<file path="src/design/websocket_frame_deframer_unit_defines.svh">
// assertion macros shared by the deframer rtl
// no dependencies; include by bare file name inside a module body
`ifndef WEBSOCKET_FRAME_DEFRAMER_UNIT_DEFINES_SVH
`define WEBSOCKET_FRAME_DEFRAMER_UNIT_DEFINES_SVH

// same-cycle implication, disabled during reset
`define WFD_ASSERT_SAME(label, clk, rst, ante, cons, msg) \
  label: assert property (@(posedge clk) disable iff (rst) (ante) |-> (cons)) \
    else $error(msg);

// next-cycle implication, disabled during reset
`define WFD_ASSERT_NEXT(label, clk, rst, ante, cons, msg) \
  label: assert property (@(posedge clk) disable iff (rst) (ante) |=> (cons)) \
    else $error(msg);

`endif

</file>
<file path="src/design/wfd_pkg.sv">
// types and constants for the web-socket frame deframer
// no dependencies
`default_nettype none

package wfd_pkg;

  localparam int unsigned MaxPayloadW = 31;
  localparam int unsigned LenW        = 64;

  localparam logic [MaxPayloadW-1:0] MAX_PAYLOAD_RESET = 31'd2147483646;

  // result kinds
  localparam logic [1:0] KIND_PAYLOAD = 2'd0;
  localparam logic [1:0] KIND_EMPTY   = 2'd1;
  localparam logic [1:0] KIND_ERROR   = 2'd2;

  // error codes
  localparam logic [3:0] ERR_NONE       = 4'd0;
  localparam logic [3:0] ERR_RSV        = 4'd1;
  localparam logic [3:0] ERR_OPCODE     = 4'd2;
  localparam logic [3:0] ERR_CTRL_BIG   = 4'd3;
  localparam logic [3:0] ERR_CTRL_FRAG  = 4'd4;
  localparam logic [3:0] ERR_SHORT16    = 4'd5;
  localparam logic [3:0] ERR_MSB        = 4'd6;
  localparam logic [3:0] ERR_SHORT64    = 4'd7;
  localparam logic [3:0] ERR_TOO_LARGE  = 4'd8;

  // opcodes
  localparam logic [3:0] OPC_DATA_RSVD_LO = 4'd3;
  localparam logic [3:0] OPC_DATA_RSVD_HI = 4'd7;
  localparam logic [3:0] OPC_CLOSE        = 4'd8;
  localparam logic [3:0] OPC_CTRL_RSVD_LO = 4'd11;
  localparam logic [3:0] OPC_CTRL_RSVD_HI = 4'd15;

  // short length codes
  localparam logic [6:0] LEN7_CTRL_MAX = 7'd125;
  localparam logic [6:0] LEN7_EXT16    = 7'd126;
  localparam logic [6:0] LEN7_EXT64    = 7'd127;

  localparam logic [2:0] LEN16_BYTES = 3'd2;
  localparam logic [2:0] MASK_BYTES  = 3'd4;

  typedef enum logic [5:0] {
    PH_HDR0    = 6'b000001,
    PH_HDR1    = 6'b000010,
    PH_LEN16   = 6'b000100,
    PH_LEN64   = 6'b001000,
    PH_MASK    = 6'b010000,
    PH_PAYLOAD = 6'b100000
  } phase_t;

endpackage

`default_nettype wire

</file>
<file path="src/design/websocket_frame_deframer_unit.sv">
// web-socket frame deframer: header/length/mask parser with payload unmasking
// depends on wfd_pkg and websocket_frame_deframer_unit_defines.svh
//
// Takes one stream byte per cycle when not stalled and gives at most one result
// per byte. An accepted byte lands in an input register; the parser then updates
// its state and writes any result to the output register once that register is
// free. Throughput is one byte per clock while nothing stalls, set by
// the combinational parser step between the input and output registers; a stall
// on the output holds the input register, which then stalls the input. The
// payload limit may be written at any time through the configuration channel,
// which is always ready, but should only change while no frame is in flight.
`default_nettype none

module websocket_frame_deframer_unit
  import wfd_pkg::*;
(
  input  wire logic                   clk,
  input  wire logic                   rst,
  // byte input
  input  wire logic                   in_valid,
  output logic                        in_stall,
  input  wire logic [7:0]             data_byte,
  // result output
  output logic                        out_valid,
  input  wire logic                   out_stall,
  output logic [1:0]                  kind,
  output logic [7:0]                  payload_byte,
  output logic [3:0]                  frame_opcode,
  output logic                        final_fragment,
  output logic                        last,
  output logic [3:0]                  error_code,
  // configuration
  input  wire logic                   cfg_valid,
  output logic                        cfg_ready,
  input  wire logic [MaxPayloadW-1:0] max_payload_bytes
);

  // input register
  logic       s1_valid;
  logic [7:0] s1_byte;
  logic       s1_go;
  logic       step;

  // parser state
  phase_t                 phase, phase_next;
  logic [2:0]             count, count_next;
  logic [LenW-1:0]        acc, acc_next;
  logic [31:0]            mask_key, mask_key_next;
  logic                   mask_en, mask_en_next;
  logic [3:0]             opcode_held, opcode_held_next;
  logic                   fin_held, fin_held_next;
  logic                   rsv_seen, rsv_seen_next;
  logic [MaxPayloadW-1:0] remaining, remaining_next;
  logic [1:0]             mask_index, mask_index_next;
  logic [MaxPayloadW-1:0] max_payload_limit;

  // step results
  logic       res_valid;
  logic [1:0] res_kind;
  logic [7:0] res_byte;
  logic       res_last;
  logic [3:0] res_err;
  logic       fail;
  logic [3:0] fail_code;
  logic       after_length;
  logic       enter_payload;
  logic       too_big;
  logic [6:0] len7;
  logic [7:0] key_byte;

  assign cfg_ready = 1'b1;
  assign s1_go     = !out_valid || !out_stall;
  assign step      = s1_valid && s1_go;
  assign in_stall  = s1_valid && !s1_go;
  assign len7      = s1_byte[6:0];

  always_comb begin
    phase_next       = phase;
    count_next       = count;
    acc_next         = acc;
    mask_key_next    = mask_key;
    mask_en_next     = mask_en;
    opcode_held_next = opcode_held;
    fin_held_next    = fin_held;
    rsv_seen_next    = rsv_seen;
    remaining_next   = remaining;
    mask_index_next  = mask_index;
    res_valid        = 1'b0;
    res_kind         = KIND_PAYLOAD;
    res_byte         = 8'd0;
    res_last         = 1'b0;
    res_err          = ERR_NONE;
    fail             = 1'b0;
    fail_code        = ERR_NONE;
    after_length     = 1'b0;
    enter_payload    = 1'b0;
    key_byte         = 8'd0;

    case (phase)
      PH_HDR0: begin
        fin_held_next    = s1_byte[7];
        rsv_seen_next    = |s1_byte[6:4];
        opcode_held_next = s1_byte[3:0];
        phase_next       = PH_HDR1;
      end
      PH_HDR1: begin
        mask_en_next = s1_byte[7];
        acc_next     = {{(LenW-7){1'b0}}, len7};
        count_next   = 3'd0;
        if (rsv_seen) begin
          fail      = 1'b1;
          fail_code = ERR_RSV;
        end else if (opcode_held inside {[OPC_DATA_RSVD_LO:OPC_DATA_RSVD_HI],
                                         [OPC_CTRL_RSVD_LO:OPC_CTRL_RSVD_HI]}) begin
          fail      = 1'b1;
          fail_code = ERR_OPCODE;
        end else if (opcode_held >= OPC_CLOSE && len7 > LEN7_CTRL_MAX) begin
          fail      = 1'b1;
          fail_code = ERR_CTRL_BIG;
        end else if (opcode_held >= OPC_CLOSE && !fin_held) begin
          fail      = 1'b1;
          fail_code = ERR_CTRL_FRAG;
        end else if (len7 == LEN7_EXT16) begin
          acc_next   = '0;
          phase_next = PH_LEN16;
        end else if (len7 == LEN7_EXT64) begin
          acc_next   = '0;
          phase_next = PH_LEN64;
        end else begin
          after_length = 1'b1;
        end
      end
      PH_LEN16: begin
        acc_next   = {{(LenW-16){1'b0}}, acc[7:0], s1_byte};
        count_next = 3'(count + 3'd1);
        if (count_next == LEN16_BYTES) begin
          if (acc_next[15:0] < 16'(LEN7_EXT16)) begin
            fail      = 1'b1;
            fail_code = ERR_SHORT16;
          end else begin
            after_length = 1'b1;
          end
        end
      end
      PH_LEN64: begin
        acc_next   = {acc[LenW-9:0], s1_byte};
        count_next = 3'(count + 3'd1);
        if (count_next == 3'd0) begin
          if (acc_next[LenW-1]) begin
            fail      = 1'b1;
            fail_code = ERR_MSB;
          end else if (acc_next[LenW-1:16] == '0) begin
            fail      = 1'b1;
            fail_code = ERR_SHORT64;
          end else begin
            after_length = 1'b1;
          end
        end
      end
      PH_MASK: begin
        mask_key_next = {mask_key[23:0], s1_byte};
        count_next    = 3'(count + 3'd1);
        if (count_next == MASK_BYTES) begin
          count_next    = 3'd0;
          enter_payload = 1'b1;
        end
      end
      PH_PAYLOAD: begin
        // first key byte is the most significant one
        if (mask_en) begin
          case (mask_index)
            2'd0:    key_byte = mask_key[31:24];
            2'd1:    key_byte = mask_key[23:16];
            2'd2:    key_byte = mask_key[15:8];
            default: key_byte = mask_key[7:0];
          endcase
        end
        mask_index_next = 2'(mask_index + 2'd1);
        remaining_next  = MaxPayloadW'(remaining - 1'b1);
        res_valid       = 1'b1;
        res_kind        = KIND_PAYLOAD;
        res_byte        = s1_byte ^ key_byte;
        res_last        = (remaining_next == '0);
        if (res_last) begin
          phase_next = PH_HDR0;
        end
      end
      default: begin
        phase_next = PH_HDR0;
      end
    endcase

    if (after_length) begin
      count_next = 3'd0;
      if (mask_en_next) begin
        phase_next    = PH_MASK;
        mask_key_next = '0;
      end else begin
        enter_payload = 1'b1;
      end
    end

    too_big = (|acc_next[LenW-1:MaxPayloadW]) ||
              (acc_next[MaxPayloadW-1:0] > max_payload_limit);

    if (enter_payload) begin
      if (acc_next == '0) begin
        phase_next = PH_HDR0;
        res_valid  = 1'b1;
        res_kind   = KIND_EMPTY;
        res_last   = 1'b1;
      end else if (too_big) begin
        fail      = 1'b1;
        fail_code = ERR_TOO_LARGE;
      end else begin
        remaining_next  = acc_next[MaxPayloadW-1:0];
        mask_index_next = 2'd0;
        phase_next      = PH_PAYLOAD;
      end
    end

    if (fail) begin
      phase_next = PH_HDR0;
      count_next = 3'd0;
      res_valid  = 1'b1;
      res_kind   = KIND_ERROR;
      res_byte   = 8'd0;
      res_last   = 1'b1;
      res_err    = fail_code;
    end
  end

  always_ff @(posedge clk) begin
    if (rst) begin
      s1_valid          <= 1'b0;
      out_valid         <= 1'b0;
      phase             <= PH_HDR0;
      count             <= 3'd0;
      acc               <= '0;
      mask_key          <= '0;
      mask_en           <= 1'b0;
      opcode_held       <= OPC_CLOSE;
      fin_held          <= 1'b1;
      rsv_seen          <= 1'b0;
      remaining         <= '0;
      mask_index        <= 2'd0;
      max_payload_limit <= MAX_PAYLOAD_RESET;
    end else begin
      if (cfg_valid && cfg_ready) begin
        max_payload_limit <= max_payload_bytes;
      end

      if (in_valid && !in_stall) begin
        s1_valid <= 1'b1;
      end else if (s1_go) begin
        s1_valid <= 1'b0;
      end

      if (step && res_valid) begin
        out_valid <= 1'b1;
      end else if (!out_stall) begin
        out_valid <= 1'b0;
      end

      if (step) begin
        phase       <= phase_next;
        count       <= count_next;
        acc         <= acc_next;
        mask_key    <= mask_key_next;
        mask_en     <= mask_en_next;
        opcode_held <= opcode_held_next;
        fin_held    <= fin_held_next;
        rsv_seen    <= rsv_seen_next;
        remaining   <= remaining_next;
        mask_index  <= mask_index_next;
      end
    end
  end

  // payload registers
  always_ff @(posedge clk) begin
    if (in_valid && !in_stall) begin
      s1_byte <= data_byte;
    end
    if (step && res_valid) begin
      kind           <= res_kind;
      payload_byte   <= res_byte;
      frame_opcode   <= opcode_held;
      final_fragment <= fin_held;
      last           <= res_last;
      error_code     <= res_err;
    end
  end

  `include "websocket_frame_deframer_unit_defines.svh"

  `WFD_ASSERT_SAME(a_err_shape, clk, rst, out_valid && kind == KIND_ERROR, last && payload_byte == 8'd0 && error_code != ERR_NONE, "error result malformed")
  `WFD_ASSERT_SAME(a_code_only_on_err, clk, rst, out_valid && kind != KIND_ERROR, error_code == ERR_NONE, "error code on non-error result")
  `WFD_ASSERT_SAME(a_empty_last, clk, rst, out_valid && kind == KIND_EMPTY, last && payload_byte == 8'd0, "empty frame result not last")
  `WFD_ASSERT_NEXT(a_payload_emits, clk, rst, step && phase == PH_PAYLOAD, out_valid && kind == KIND_PAYLOAD, "payload byte gave no result")
  `WFD_ASSERT_SAME(a_stall_cause, clk, rst, in_stall, s1_valid && out_valid && out_stall, "input stalled without a blocked result")

endmodule

`default_nettype wire

</file>
<file path="config.mk">
export PLATFORM = sky130hd
export DESIGN_NAME = websocket_frame_deframer_unit
export DESIGN_NICKNAME = d
export VERILOG_FILES = /design/src/design/wfd_pkg.sv /design/src/design/websocket_frame_deframer_unit.sv
export VERILOG_INCLUDE_DIRS = /design/src /design/src/design
export SDC_FILE = /design/constraint.sdc
export NUM_CORES = 1
export LEC_CHECK = 0
export BUFFER_PORTS_ARGS = -buffer_cell sky130_fd_sc_hd__buf_4
export CORE_MARGIN = 2
export CORE_UTILIZATION = 30
export CTS_CLUSTER_DIAMETER = 50
export DETAILED_ROUTE_END_ITERATION = 6
export PLACE_DENSITY = 0.5
export REMOVE_ABC_BUFFERS = 1
export SLEW_MARGIN = 20
export SYNTH_ARGS = -nofsm -noshare
export SYNTH_HDL_FRONTEND = slang
export SYNTH_SLANG_ARGS = --single-unit
export TNS_END_PERCENT = 30
</file>
<file path="constraint.sdc">
create_clock -name clk -period 5.5 [get_ports clk]
set_clock_uncertainty 0.15 [all_clocks]
set_input_delay 0.55 -clock clk [delete_from_list [all_inputs] [get_ports clk]]
set_output_delay 0.55 -clock clk [all_outputs]
set_load 0.05 [all_outputs]
</file>
; ---- Word-level counts from Yosys, hierarchy flattened
; Index checks and enable logic that the tools add are counted.
[classes]
eq_ne = 13
n_lt_le_gt_ge = 8
muxes = 94
reduce_logical = 31
bitwise = 3
add_sub_neg = 3
[ops]
columns = cell, n
row1 = one-hot mux 64 bit (3 select lines), 1
row2 = two-way mux 31 bit, 4
row3 = two-way mux 32 bit, 3
row4 = two-way mux 6 bit, 13
row5 = logical NOT 64 bit, 1
row6 = logical NOT 48 bit, 1
row7 = two-way mux 7 bit, 6
row8 = two-way mux 1 bit, 40
row9 = two-way mux 3 bit, 12
row10 = OR reduction 33 bit, 1
row11 = greater-than comparator 31 bit, 1
row12 = logical NOT 31 bit, 1
row13 = "subtractor 31 x 1 -> 31 bit, second input constant", 1
row14 = one-hot mux 6 bit (4 select lines), 1
row15 = one-hot mux 8 bit (3 select lines), 1
row16 = one-hot mux 3 bit (3 select lines), 2
row17 = "< comparator 16 x 7 -> 1 bit, second input constant", 1
row18 = two-way mux 8 bit, 2
row19 = "equality test 7 bit, second input constant", 2
row20 = two-way mux 4 bit, 3
row21 = "greater-or-equal comparator 4 bit, second input constant", 2
row22 = logical AND 1 bit, 8
row23 = two-way mux 2 bit, 4
row24 = bitwise XOR 8 bit, 1
row25 = other kinds (28), 40
[totals]
reg_bits = 206
output_inout_bits = 23
elab_cells = 173

; ---- Depth between registers and ports, before layout
[logic_depth]
depth_word = 16
depth_mapped = 17

; ---- Worst setup path before layout
; No wires, ideal clock.
[synth_path]
path_type = register -> register
start = register phase[3]
end = register error_code[0], enable pin
slack_ps = 732
setup_ps = 404
stages_incl_launch_ff = 17
arrival_ps = 4214
period_less_slack_ps = 4768
path_cell_list = dfxtp_1 > buf_2 > o21ai_0 > o211ai_1 > buf_2 > buf_1 > a22oi_1 > inv_1 > ha_1 > nand4_1 > nor3_1 > a21boi_0 > a22o_1 > a21o_1 > nor4b_1 > or2_1 > a21oi_1
[synth_between]
elab_chain_cells = 9
word_cells_on_any_way = 24
classes_between = order compare: 1 / eq/ne: 5 / mux: 14 / reduce/logical: 4
[synth_lines]
columns = item, line
row1 = "start, declared", websocket_frame_deframer_unit.sv:45  ; phase_t phase, phase_next;
row2 = "start signal, assigned", websocket_frame_deframer_unit.sv:266  ; phase <= phase_next;
row3 = equality test 6 x 4 -> 1 bit (tied with other cells), websocket_frame_deframer_unit.sv:99  ; case (phase)
row4 = one-hot mux 64 bit (3 select lines) (*), websocket_frame_deframer_unit.sv:99
row5 = via acc_next[30], websocket_frame_deframer_unit.sv:47  ; logic [LenW-1:0] acc, acc_next;
row6 = greater-than comparator 31 bit, websocket_frame_deframer_unit.sv:204  ; (acc_next[MaxPayloadW-1:0] > max_payload_limit);
row7 = logical OR 1 bit, websocket_frame_deframer_unit.sv:203  ; too_big = (|acc_next[LenW-1:MaxPayloadW]) ||
row8 = two-way mux 1 bit, websocket_frame_deframer_unit.sv:212  ; end else if (too_big) begin
row9 = two-way mux 1 bit, websocket_frame_deframer_unit.sv:207  ; if (acc_next == '0) begin
row10 = two-way mux 1 bit, websocket_frame_deframer_unit.sv:206  ; if (enter_payload) begin
row11 = two-way mux 1 bit (*), websocket_frame_deframer_unit.sv:222  ; if (fail) begin
row12 = logical AND 1 bit (*), websocket_frame_deframer_unit.sv:285  ; if (step && res_valid) begin
row13 = "end signal, assigned", websocket_frame_deframer_unit.sv:291  ; error_code <= res_err;
row14 = "end, declared", websocket_frame_deframer_unit.sv:31  ; output logic [3:0] error_code,
; The timed path passes the listed nets; every way through them passes the cells marked *.
; A chain may end at the register's enable or synchronous reset.

; ---- Final worst setup path
[layout_path]
start = register phase[2]
end = register remaining[20]
[layout_between]
elab_chain_cells = 7
word_cells_on_any_way = 19
classes_between = order compare: 1 / eq/ne: 5 / mux: 10 / reduce/logical: 3
[layout_lines]
columns = item, line
row1 = equality test 6 x 4 -> 1 bit (tied with other cells), websocket_frame_deframer_unit.sv:99
row2 = one-hot mux 64 bit (3 select lines) (*), websocket_frame_deframer_unit.sv:99
row3 = via acc_next[14], websocket_frame_deframer_unit.sv:47
row4 = greater-than comparator 31 bit, websocket_frame_deframer_unit.sv:204
row5 = logical OR 1 bit, websocket_frame_deframer_unit.sv:203
row6 = two-way mux 31 bit, websocket_frame_deframer_unit.sv:212
row7 = two-way mux 31 bit (*), websocket_frame_deframer_unit.sv:207
row8 = two-way mux 31 bit (*), websocket_frame_deframer_unit.sv:206
row9 = "end signal, assigned", websocket_frame_deframer_unit.sv:274  ; remaining <= remaining_next;
row10 = "end, declared", websocket_frame_deframer_unit.sv:53  ; logic [MaxPayloadW-1:0] remaining, remaining_next;
; Marks and branches as above.

==> impl_metrics.json <==
{
  "final_design_area_no_fill_mm2": 0.0125,
  "required_ns": 5.75,
  "period_share_pct": 86.8,
  "wl_per_cell_um": 18.9,
  "vdd_drop_max_mv": 0.198,
  "route.vias.total": 9446,
  "pin_count": 67,
  "cts.sinks": 206,
  "first_global_vias": 8984,
  "period_needed_ns": 4.78,
  "dr.pass1.iters": 5,
  "areaGrowthSynthToFinish_pct": 18.1,
  "dpl-instance-area_mm2": 0.0115,
  "grt_setup_unrepaired": "false",
  "clock_latency_ns": 0.55,
  "hold_class": "in2reg",
  "htreeDepth": 1,
  "portBuffers": 65,
  "dieArea_mm2": 0.0369,
  "grt_max_degree": 100,
  "via_per_inst": 5.39,
  "ys.flop_type": "dfxtp_1",
  "drive_gt1_share_pct": 14.3,
  "r2r_end": "remaining[20]",
  "start_util_pct": 30.6,
  "cts_tree": "yes",
  "rows": 68,
  "slew_viol_final": 0,
  "post_cts_resized": 0,
  "place.gp.congestion": 0.851,
  "gr-total-overflow": 0,
  "r2r-start": "phase[2]",
  "chipHeight_um": 192,
  "min_to": "s1_byte[6]",
  "async_flop_share_pct": 0,
  "cts_buffers": 30,
  "hold_start": "data_byte[6]",
  "drc_errors": 0,
  "cts_root_buffer": "clkbuf_16",
  "dp_hpwl_mm": 23.1,
  "run_status": "finished clean",
  "post_cts_buffers": 0,
  "synth_seq_cells": 206,
  "cap_viol_max_count": 0,
  "diodes": 0,
  "fmax_ghz": 0.209,
  "antenna_found_initial": 0,
  "path_class": "reg2reg",
  "endpoint_kind": "flop",
  "worst_slack_ns": 0.724,
  "r2r_slack_ns": 0.72,
  "grt_pass1_wl_mm": 52.3,
  "dp_slack_ns": 0.722,
  "syn_area_mm2": 0.0106,
  "maxSlewHeadroom_pct": 44.1,
  "setup_viol": 0,
  "cts_buffer_depth": 3,
  "finalHoldViolCount": 0,
  "startpoint_type": "flop",
  "leakagePower_nw": 5.01,
  "coreArea_mm2": 0.0347,
  "cts.clk_slew.worst_paths_ns": 0.06,
  "synthCells": 1242,
  "grt_use_total_pct": 18.0,
  "drt_iter0_drc": 677,
  "path_max_fanout": 11,
  "syn_area_per_cell_um2": 8.56,
  "post_synth_num_cell_types": 85,
  "fin_nets": 1358,
  "yosysSeqAreaShare_pct": 41.4,
  "slowest_delay_ns": 0.54,
  "die-width_um": 192,
  "ys_warn_count": 0,
  "holdPathStages": 1,
  "cp_slowest_cell": "nor3_1",
  "final_antenna_net_count": 0,
  "rr_worst_depth": 15,
  "cts_hold_buf": 0,
  "critPathArrivalTime_ns": 5.02,
  "utilization_pct": 36.2,
  "cp_cell_sequence": "nor4_4 > nand2_1 > and3_1 > a21oi_1 > inv_1 > ha_1 > nand4_1 > nor4_1 > buf_4 > nand3_1 > a22o_1 > a21oi_1 > nand2b_1 > nor3_1 > nor4_1",
  "routed_wl_mm": 33.1,
  "worst_pin_slew_ns": 0.831,
  "p_per_area_mw_per_mm2": 311,
  "synth_edf_count": 28,
  "tns_ns": 0
}
==> layout make-up <==
cell class,instances,area (µm²)
clock buffers,36,846
clock inverters,20,175
fillers,3585,22200
inverters,61,229
multi-input cells,886,5640
flip-flops and latches,206,4400
well taps,455,569
repair buffers,87,684
==> how the worst max path moves through the flow <==
| stage | from | endpoint | slack [ns] | depth (start not counted) |
|---|---|---|---|---|
| global placement | phase[3] | payload_byte[7] | 0.51 | 14 |
| floorplan | phase[2] | error_code[0] | 0.17 | 13 |
| global route | phase[3] | kind[1] | 0.39 | 14 |
| CTS | phase[3] | payload_byte[1] | 0.71 | 14 |
| detailed placement | phase[3] | payload_byte[7] | 0.72 | 14 |
| finish | phase[2] | remaining[20] | 0.72 | 15 |
==> cells by family after synthesis <==
logic type,share of synthesized area [%]
other cells,0.0353
fa+ha+maj,4.94
simple gates,22.3
buf+inv,5.75
xor+xnor,1.39
compound gates,22.6
flops,41.4
mux,1.57
==> critical path, delay by kind of cell (launching register included) <==
family,cells,cell delay [ns]
AOI/OAI and AO/OA,3,0.89
adders and majority gates,1,0.29
and+or+nand+nor,9,2.60
buffers and inverters,2,0.25
DFF,1,0.45
==> layer usage <==
metal,GRT usage (%),part of all wire [%],vias to the layer above
met5,0,0,-
met4,4.17,1.8,0
met3,2.41,4.6,46
met2,29.8,47,224
met1,24.7,47,4542
li1,-,-,4634
==> state kept, by name (all words and copies together) (netlist names) <==
register	count
mask_en	1
remaining	31
s1_valid	1
s1_byte	8
phase	6
error_code	4
last	1
count	3
final_fragment	1
rsv_seen	1
payload_byte	8
mask_key	32
frame_opcode	4
mask_index	2
opcode_held	4
kind	2
max_payload_limit	31
out_valid	1
fin_held	1
acc	64
==> Yosys cell counts, types with 5 or more instances <==
master      n  area (µm²)
or2_2       7        43.8
a21boi_0    5        37.5
o21a_1     10        75.1
mux2_2      5        56.3
a21o_1      8        60.1
and3_1      5        31.3
nor2_1    158         593
o211ai_1   35         263
a221o_1     6        60.1
a22oi_1    82         616
or3_1      14        87.6
a211oi_1   24         180
o31ai_1     8        60.1
nor3_1     48         240
ha_1       42         526
inv_1      60         225
nor2b_1     6        37.5
a21oi_1    47         235
dfxtp_1   178        3560
or4_1       7        52.6
nand2_1   123         462
buf_1       8        30.0
nand3b_1    7        52.6
nand4_1    16         100
nand3_1    25         125
clkbuf_1   66         248
xnor2_1     5        43.8
o21ai_0    36         180
buf_2       8        40.0
nor4_1     28         175
a222oi_1    8        80.1
xor2_1     10        87.6
edfxtp_1   28         841
a22o_1     13         114
a31oi_1    11        68.8
mux2i_1    11         110
==> stage by stage <==
stage / hold slack [ns] / power, mW / cells
finish: 0.0320 / 3.90 / 1751
global route: 0.00240 / 4.07 / 1751
CTS: 0.00370 / 3.95 / 1750
detailed placement: 0.330 / 2.02 / 1694
global placement: 0.325 / 2.02 / 1694
floorplan: 0.296 / 1.86 / 1153
==> placed cells by master, fill, tap and decap left out, types with 10 or more instances in the layout <==
cell	count
clkbuf_16	32
nand2_1	121
a21oi_1	46
dfxtp_1	178
ha_1	42
nor2_1	157
nand3_1	25
a211oi_1	24
inv_1	60
or3_1	14
nor3_1	47
a31oi_1	11
a22o_1	13
mux2i_1	11
buf_4	83
edfxtp_1	28
o21ai_0	36
o21a_1	10
nand4_1	16
a22oi_1	82
nor4_1	28
o211ai_1	35
xor2_1	10
==> report_power, final <==
group          internal, mW  switching [mW]
Sequential             1.57          0.0504
Clock                  1.16           0.759
Combinational         0.140           0.230
No activity file was read; power rests on OpenSTA's default activity.
